File: src/hsv2rgb_pkg.sv
// ----------------------------------------------------------------------------
// HSV to RGB conversion package
// Beat types and fixed-point constants shared by the conversion pipeline.
// ----------------------------------------------------------------------------
package hsv2rgb_pkg;

  localparam int HUE_W         = 17;
  localparam int CH_W          = 13;
  localparam int FRAC_BITS     = 12;
  localparam int HUE_FRAC_BITS = 6;

  localparam int U_W   = HUE_W + 1;
  localparam int REM_W = 12;
  localparam int Q_W   = 6;
  localparam int SEC_W = 3;
  localparam int M_W   = 24;
  localparam int X_W   = 36;
  localparam int Y_W   = 16;
  localparam int Z_W   = 32;

  localparam logic [CH_W-1:0]  ONE        = CH_W'(1 << FRAC_BITS);
  localparam logic [REM_W-1:0] SECTOR     = REM_W'(60 << HUE_FRAC_BITS);
  localparam int               TURN       = 360 << HUE_FRAC_BITS;
  localparam logic [U_W-1:0]   HUE_OFFSET = U_W'(3 * TURN);
  localparam logic [M_W-1:0]   DEN        = M_W'((1 << FRAC_BITS) * (60 << HUE_FRAC_BITS));
  localparam logic [X_W-1:0]   HALF_DEN   = X_W'(((1 << FRAC_BITS) * (60 << HUE_FRAC_BITS)) / 2);

  localparam logic [11:0] RECIP15_A   = 12'd2185;
  localparam int          RECIP15_A_S = 15;
  localparam logic [15:0] RECIP15_B   = 16'd34953;
  localparam int          RECIP15_B_S = 19;
  localparam logic [11:0] RECIP6      = 12'd43;

  typedef struct packed {
    logic signed [HUE_W-1:0] hue;
    logic [CH_W-1:0]         saturation;
    logic [CH_W-1:0]         brightness;
    logic [CH_W-1:0]         alpha_in;
  } hsv_t;

  typedef struct packed {
    logic [CH_W-1:0] red;
    logic [CH_W-1:0] green;
    logic [CH_W-1:0] blue;
    logic [CH_W-1:0] alpha_out;
  } rgb_t;

endpackage

File: src/hsv_to_rgb_pixel_convert_top.sv
// ----------------------------------------------------------------------------
// HSV to RGB pixel converter
// Seven-stage pipeline turning one HSVA pixel into one RGBA pixel.
// ----------------------------------------------------------------------------
// The hsv channel takes one pixel per beat and the rgb channel returns the
// converted pixel, in order, one beat per input beat.
// A beat is taken when valid is high and stall is low.
// Throughput is one pixel per cycle while rgb_stall is low, across the seven
// register stages; the hue sector, the three product terms and the divide by
// the sector size each sit in stages of their own.
// Reset clears the valid bit of every stage, so the pipeline comes up empty.
// When the receiver stalls, the last stage holds its beat and the stages
// behind it keep filling any empty slots.
// The hsv stall rises only when all seven stages hold beats and the
// receiver still stalls.
// ----------------------------------------------------------------------------
module hsv_to_rgb_pixel_convert_top (
  input  logic              clk,
  input  logic              rst,
  input  logic              hsv_valid,
  output logic              hsv_stall,
  input  hsv2rgb_pkg::hsv_t hsv,
  output logic              rgb_valid,
  input  logic              rgb_stall,
  output hsv2rgb_pkg::rgb_t rgb
);

  localparam int CH_W  = hsv2rgb_pkg::CH_W;
  localparam int U_W   = hsv2rgb_pkg::U_W;
  localparam int REM_W = hsv2rgb_pkg::REM_W;
  localparam int Q_W   = hsv2rgb_pkg::Q_W;
  localparam int SEC_W = hsv2rgb_pkg::SEC_W;
  localparam int M_W   = hsv2rgb_pkg::M_W;
  localparam int X_W   = hsv2rgb_pkg::X_W;
  localparam int Y_W   = hsv2rgb_pkg::Y_W;
  localparam int Z_W   = hsv2rgb_pkg::Z_W;

  logic [7:1] vld;
  logic [8:1] en;

  always_comb begin
    en[8] = !rgb_stall;
    for (int k = 7; k >= 1; k--) begin
      en[k] = !vld[k] || en[k+1];
    end
  end

  assign hsv_stall = !en[1];

  always_ff @(posedge clk) begin
    if (rst) begin
      vld <= '0;
    end else begin
      if (en[1]) vld[1] <= hsv_valid;
      for (int k = 2; k <= 7; k++) begin
        if (en[k]) vld[k] <= vld[k-1];
      end
    end
  end

  // Stage 1: clamp saturation and value to one and offset the hue to a nonnegative value.
  logic [U_W-1:0]  u1;
  logic [CH_W-1:0] s1, v1, a1;
  logic [U_W-1:0]  u1_next;

  assign u1_next = {hsv.hue[hsv2rgb_pkg::HUE_W-1], hsv.hue} + hsv2rgb_pkg::HUE_OFFSET;

  always_ff @(posedge clk) begin
    if (en[1]) begin
      u1 <= u1_next;
      s1 <= (hsv.saturation > hsv2rgb_pkg::ONE) ? hsv2rgb_pkg::ONE : hsv.saturation;
      v1 <= (hsv.brightness > hsv2rgb_pkg::ONE) ? hsv2rgb_pkg::ONE : hsv.brightness;
      a1 <= hsv.alpha_in;
    end
  end

  // Stage 2: quotient by the sector size.
  logic [21:0]     q_prod;
  logic [Q_W-1:0]  q2;
  logic [U_W-1:0]  u2;
  logic [CH_W-1:0] s2, v2, a2;

  assign q_prod = 22'(u1[U_W-1:8]) * 22'(hsv2rgb_pkg::RECIP15_A);

  always_ff @(posedge clk) begin
    if (en[2]) begin
      q2 <= q_prod[hsv2rgb_pkg::RECIP15_A_S+Q_W-1:hsv2rgb_pkg::RECIP15_A_S];
      u2 <= u1;
      s2 <= s1;
      v2 <= v1;
      a2 <= a1;
    end
  end

  // Stage 3: remainder within the sector and sector number.
  logic [U_W-1:0]   rem_full;
  logic [11:0]      six_prod;
  logic [Q_W-1:0]   sec_full;
  logic [REM_W-1:0] rem3;
  logic [SEC_W-1:0] sec3;
  logic [CH_W-1:0]  s3, v3, a3;

  assign rem_full = u2 - U_W'(q2) * U_W'(hsv2rgb_pkg::SECTOR);
  assign six_prod = 12'(q2) * hsv2rgb_pkg::RECIP6;
  assign sec_full = q2 - Q_W'(6) * Q_W'(six_prod[10:8]);

  always_ff @(posedge clk) begin
    if (en[3]) begin
      rem3 <= rem_full[REM_W-1:0];
      sec3 <= sec_full[SEC_W-1:0];
      s3   <= s2;
      v3   <= v2;
      a3   <= a2;
    end
  end

  // Stage 4: the factors of p, q and t.
  logic [REM_W-1:0] k_t;
  logic [M_W-1:0]   mp4, mq4, mt4;
  logic [SEC_W-1:0] sec4;
  logic [CH_W-1:0]  v4, a4;

  assign k_t = hsv2rgb_pkg::SECTOR - rem3;

  always_ff @(posedge clk) begin
    if (en[4]) begin
      mp4  <= hsv2rgb_pkg::DEN - M_W'(hsv2rgb_pkg::SECTOR) * M_W'(s3);
      mq4  <= hsv2rgb_pkg::DEN - M_W'(rem3) * M_W'(s3);
      mt4  <= hsv2rgb_pkg::DEN - M_W'(k_t) * M_W'(s3);
      sec4 <= sec3;
      v4   <= v3;
      a4   <= a3;
    end
  end

  // Stage 5: scale by the value channel with rounding offset.
  logic [X_W-1:0]   xp5, xq5, xt5;
  logic [SEC_W-1:0] sec5;
  logic [CH_W-1:0]  v5, a5;

  always_ff @(posedge clk) begin
    if (en[5]) begin
      xp5  <= X_W'(v4) * X_W'(mp4) + hsv2rgb_pkg::HALF_DEN;
      xq5  <= X_W'(v4) * X_W'(mq4) + hsv2rgb_pkg::HALF_DEN;
      xt5  <= X_W'(v4) * X_W'(mt4) + hsv2rgb_pkg::HALF_DEN;
      sec5 <= sec4;
      v5   <= v4;
      a5   <= a4;
    end
  end

  // Stage 6: divide by the power-of-two part, multiply by the reciprocal of 15.
  logic [Z_W-1:0]   zp6, zq6, zt6;
  logic [SEC_W-1:0] sec6;
  logic [CH_W-1:0]  v6, a6;

  always_ff @(posedge clk) begin
    if (en[6]) begin
      zp6  <= Z_W'(xp5[X_W-1:X_W-Y_W]) * Z_W'(hsv2rgb_pkg::RECIP15_B);
      zq6  <= Z_W'(xq5[X_W-1:X_W-Y_W]) * Z_W'(hsv2rgb_pkg::RECIP15_B);
      zt6  <= Z_W'(xt5[X_W-1:X_W-Y_W]) * Z_W'(hsv2rgb_pkg::RECIP15_B);
      sec6 <= sec5;
      v6   <= v5;
      a6   <= a5;
    end
  end

  // Stage 7: place p, q and t by sector.
  localparam int ZS = hsv2rgb_pkg::RECIP15_B_S;

  logic [CH_W-1:0] p7, q7, t7;
  hsv2rgb_pkg::rgb_t rgb_next;
  hsv2rgb_pkg::rgb_t rgb_q;

  assign p7 = zp6[ZS+CH_W-1:ZS];
  assign q7 = zq6[ZS+CH_W-1:ZS];
  assign t7 = zt6[ZS+CH_W-1:ZS];

  always_comb begin
    rgb_next.alpha_out = a6;
    case (sec6)
      3'd0: begin
        rgb_next.red = v6; rgb_next.green = t7; rgb_next.blue = p7;
      end
      3'd1: begin
        rgb_next.red = q7; rgb_next.green = v6; rgb_next.blue = p7;
      end
      3'd2: begin
        rgb_next.red = p7; rgb_next.green = v6; rgb_next.blue = t7;
      end
      3'd3: begin
        rgb_next.red = p7; rgb_next.green = q7; rgb_next.blue = v6;
      end
      3'd4: begin
        rgb_next.red = t7; rgb_next.green = p7; rgb_next.blue = v6;
      end
      default: begin
        rgb_next.red = v6; rgb_next.green = p7; rgb_next.blue = q7;
      end
    endcase
  end

  always_ff @(posedge clk) begin
    if (en[7]) begin
      rgb_q <= rgb_next;
    end
  end

  assign rgb       = rgb_q;
  assign rgb_valid = vld[7];

endmodule

File: config.mk
export PLATFORM = sky130hd
export DESIGN_NAME = hsv_to_rgb_pixel_convert_top
export DESIGN_NICKNAME = d
export VERILOG_FILES = /design/src/hsv2rgb_pkg.sv /design/src/hsv_to_rgb_pixel_convert_top.sv
export SDC_FILE = /design/constraint.sdc
export NUM_CORES = 2
export LEC_CHECK = 0
export BUFFER_PORTS_ARGS = -buffer_cell sky130_fd_sc_hd__buf_2
export CORE_MARGIN = 5
export CORE_UTILIZATION = 55
export DETAILED_ROUTE_END_ITERATION = 6
export PLACE_DENSITY = 0.73
export SLEW_MARGIN = 20
export SYNTH_ARGS = -nofsm -noshare
export SYNTH_HDL_FRONTEND = slang
export SYNTH_SLANG_ARGS = --single-unit
File: constraint.sdc
create_clock -name clk -period 13.9 [get_ports clk]
set_input_delay 0.695 -clock clk [delete_from_list [all_inputs] [get_ports clk]]
set_output_delay 0.695 -clock clk [all_outputs]
set_load 0.02 [all_outputs]
==> impl_results.md <==
* Crit path max-delay family: adder cells
* Yosys top cell by area: fa_1
* HPWL Detailed at 100 mm
* Seq/Total Area, Yosys at 22.8%
* Slowest stage cell, crit path: xnor2_1
* Layout cells sized above 1 at 4.61%
* Post-DR vias/cell at 5.41
* Cell Rows at 122
* Iteration-0 DRC Markers at 2405
* Clock Latency Late Sink at 0.64 ns
* Worst flop-to-flop path endpoint: mt4[23]
* Post-DRT Antenna Nets at 0
* Buf+Inv Stages, Crit Path at 3
* Most used cell, CP: fa_1
* Crit. End Element: flip-flop
* Hold_sp: hsv[47]
* Setup crit start kind: flip-flop
* RePlAce Congestion at 0.872
* Worst r2r src: rem3[1]
* Worst endpoint required time at 14.25 ns
* Die W at 343 um
* Cells on worst reg2reg path at 24
* Die ar. at 117000 sq um
* H-Tree Depth at 2
* Num CTS Buffers at 50
* Critical-path maximum fanout at 11
* Slew Limit Fails at 0
* Synth async-reset ratio at 0%
* Syn. warnings at 0
* Setup repair after global routing missed its margin: false
* Fmax at 129 MHz
* Nets at 7652
* Clk_skew at 0.0647 ns
* Status: finished clean
* Synthesized area at 60900 sq um
* Clock transition at path regs at 0.06 ns
* Top FF cell, synth: edfxtp_1
* WP depth at 24
* Starting Density at 55.2%
* Final Hold Vio Count at 0
* Core ar. at 110000 sq um
* Grt ovf at 0
* Initial antenna violation count at 4
* First-pass GRT wire length at 215 mm
* Vias in the first global route at 43100
* Top cell type's share of synthesized area at 31.2%
* Worst Tran Pin Value at 1.18 ns
* Vias post-DR at 39800
* Final period utilization at 55.8%
* DR WL/cell at 17.4 um
* Synth top area cells: fa_1 (31%), edfxtp_1 (23%), ha_1 (17%)
* Syn_area_per_cell at 10.4 sq um
* Worst EP arrival at 8.11 ns
* I/O Buffers at 113
* Layout area overhead at 5.90%
* Die height at 343 um
* Total Wirelength at 128 mm
* I/O pin count at 114
* Post-CTS Setup Repair Bufs at 0
* Setup violators final at 0
* Clock root buffer: clkbuf_16
* Cts repair resizes at 0
* Post-synthesis cell type count at 71
* Max_cap viols at 0
* Rel. slew slack at 20.8%
* Largest net degree at the start of global routing at 82
* TritonCTS clock tree: built
* FF-to-FF setup slack at 6.14 ns
* FF+latch count, synth at 464
* CP max stage delay at 0.85 ns
* Gr usage total at 22.5%
* Hold depth at 1
* Cell Chain, Critical Path: inv_1 > ha_1 > nand2_1 > or3_1 > or3_1 > xnor2_1 > nand2_1 > fa_1 > fa_1 > fa_1 > fa_1 > inv_1 > fa_1 > inv_1 > ha_1 > nand3_1 > a211oi_1 > o31ai_1 > a21oi_1 > o21a_1 > or2_2 > a211oi_1 > a21oi_1 > xnor2_1
* Clk sinks at 464
* Setup Total Neg Slack at 0 ns
* Final min period at 7.76 ns
* DRC viols at 0
* Hold_buf cts at 0
* EDFF count, synth at 457
* Min-delay worst type: in2reg
* Drt pass-1 iters at 6
* Post-Synthesis Cells at 5853
* Hold endpoint: u1[8]
* WS Path Type: reg2reg
* Syn_nets at 7681
* CTS max path bufs at 3
registers in the layout (all words and copies together), names as in the netlist, 16 cells and up:
| name | count |
|---|---|
| rgb | 52 |
| xt5 | 16 |
| xp5 | 16 |
| mp4 | 16 |
| mq4 | 24 |
| xq5 | 16 |
| mt4 | 23 |
| u1 | 18 |
cell usage in the layout (no fill, tap or decap), types with 5 or more instances in the layout:
master     instances
a221o_1           14
and2_1           514
o21a_1            30
o31ai_1            5
o21bai_1           8
nor2_1           151
nor2b_1           41
bufinv_16          6
nor3b_1           19
or2_2              6
fa_1             949
a21oi_1          160
a22oi_1           14
xnor2_1          127
nand2b_1          18
nand2_1          649
buf_2            113
clkbuf_16         50
mux2i_1           39
dfxtp_1            7
or3_1             19
clkinv_1          12
a211oi_1          12
edfxtp_1         457
and3_1            17
xor2_1            62
buf_4             39
nand3_1           35
clkbuf_1           7
nor3_1            37
nand4_1           17
o21ai_0           60
a31oi_1            6
inv_1           1190
a21o_1            39
ha_1             819
o211ai_1           6
mux2_2            13
a31o_2             5
cell usage after synthesis, drive strengths merged (3+ instances only):
library cell	instances
and3	17
nand2b	18
nor2b	42
a21o	40
o21bai	8
nor4	3
a22oi	14
nor3b	19
o211ai	6
a21oi	162
xor2	62
nand2	652
o21ai	65
ha	819
or2	6
nor2	153
nand3	36
xnor2	127
or3	19
edfxtp	457
a2111oi	3
a211o	4
a311oi	3
a41o	4
o31ai	5
a31o	5
o31a	4
nand4	17
mux2i	39
clkbuf	228
buf	8
nor3	37
a211oi	12
a31oi	6
a221o	14
or4	4
dfxtp	7
inv	1192
fa	949
mux2	13
o21a	30
and2	514
and4	4
logic make-up (layout without fill, tap and decap cells):
logic type | Yosys count | count (layout) | synth area share (%)
AOI/OAI and AO/OA | 405 | 405 | 4.25
xor gates and xnor gates | 190 | 190 | 2.76
adders and majority gates | 1768 | 1768 | 48.0
buffers and inverters | 1428 | 1438 | 8.80
DFF | 464 | 464 | 22.8
muxes | 52 | 52 | 0.881
other | 0 | 1 | 0
and+or+nand+nor | 1546 | 1546 | 12.5
how the worst max path moves through the flow:
stage	slack, ns	end	start
6_report	6.14	mt4[23]	rem3[1]
2_1_floorplan	7.21	mt4[23]	rem3[0]
5_1_grt	5.71	mt4[23]	rem3[1]
3_3_place_gp	6.44	mt4[23]	rem3[3]
3_5_place_dp	6.23	mt4[23]	rem3[1]
4_1_cts	6.15	mt4[23]	rem3[1]
routing by layer:
layer  GRT usage [%]  up-vias  part of all wire (%)
met5               0        -                     0
met4            6.57        0                   3.1
met3            2.72      285                   5.8
met2            39.6     1220                    50
met1            29.5    20000                    41
li1                -    18300                     -
area by class of cell:
class                   instances  area, sq um
diodes                          1         2.50
flip-flops and latches        464        13900
inverters                    1192         4480
multi-input cells            3961        41700
well taps                    1488         1860
repair buffers                155          928
clock inverters                34          390
clock buffers                  57         1280
fillers                      9101        45900
per-stage QoR:
stage	area, sq um	hold slack, ns	worst slack (ns)	instances	utilization, %
2_1_floorplan	60900	0.400	7.21	5853	-
3_3_place_gp	62800	0.400	6.44	7257	56.9
3_5_place_dp	62800	0.405	6.23	7258	56.9
6_report	64500	0.234	6.14	7352	58.4
4_1_cts	64400	0.198	6.15	7349	58.4
5_1_grt	64500	0.212	5.71	7351	58.4
Power is not shown: default switching activity piles up to over one toggle a cycle in this logic, so the estimate is an artifact.
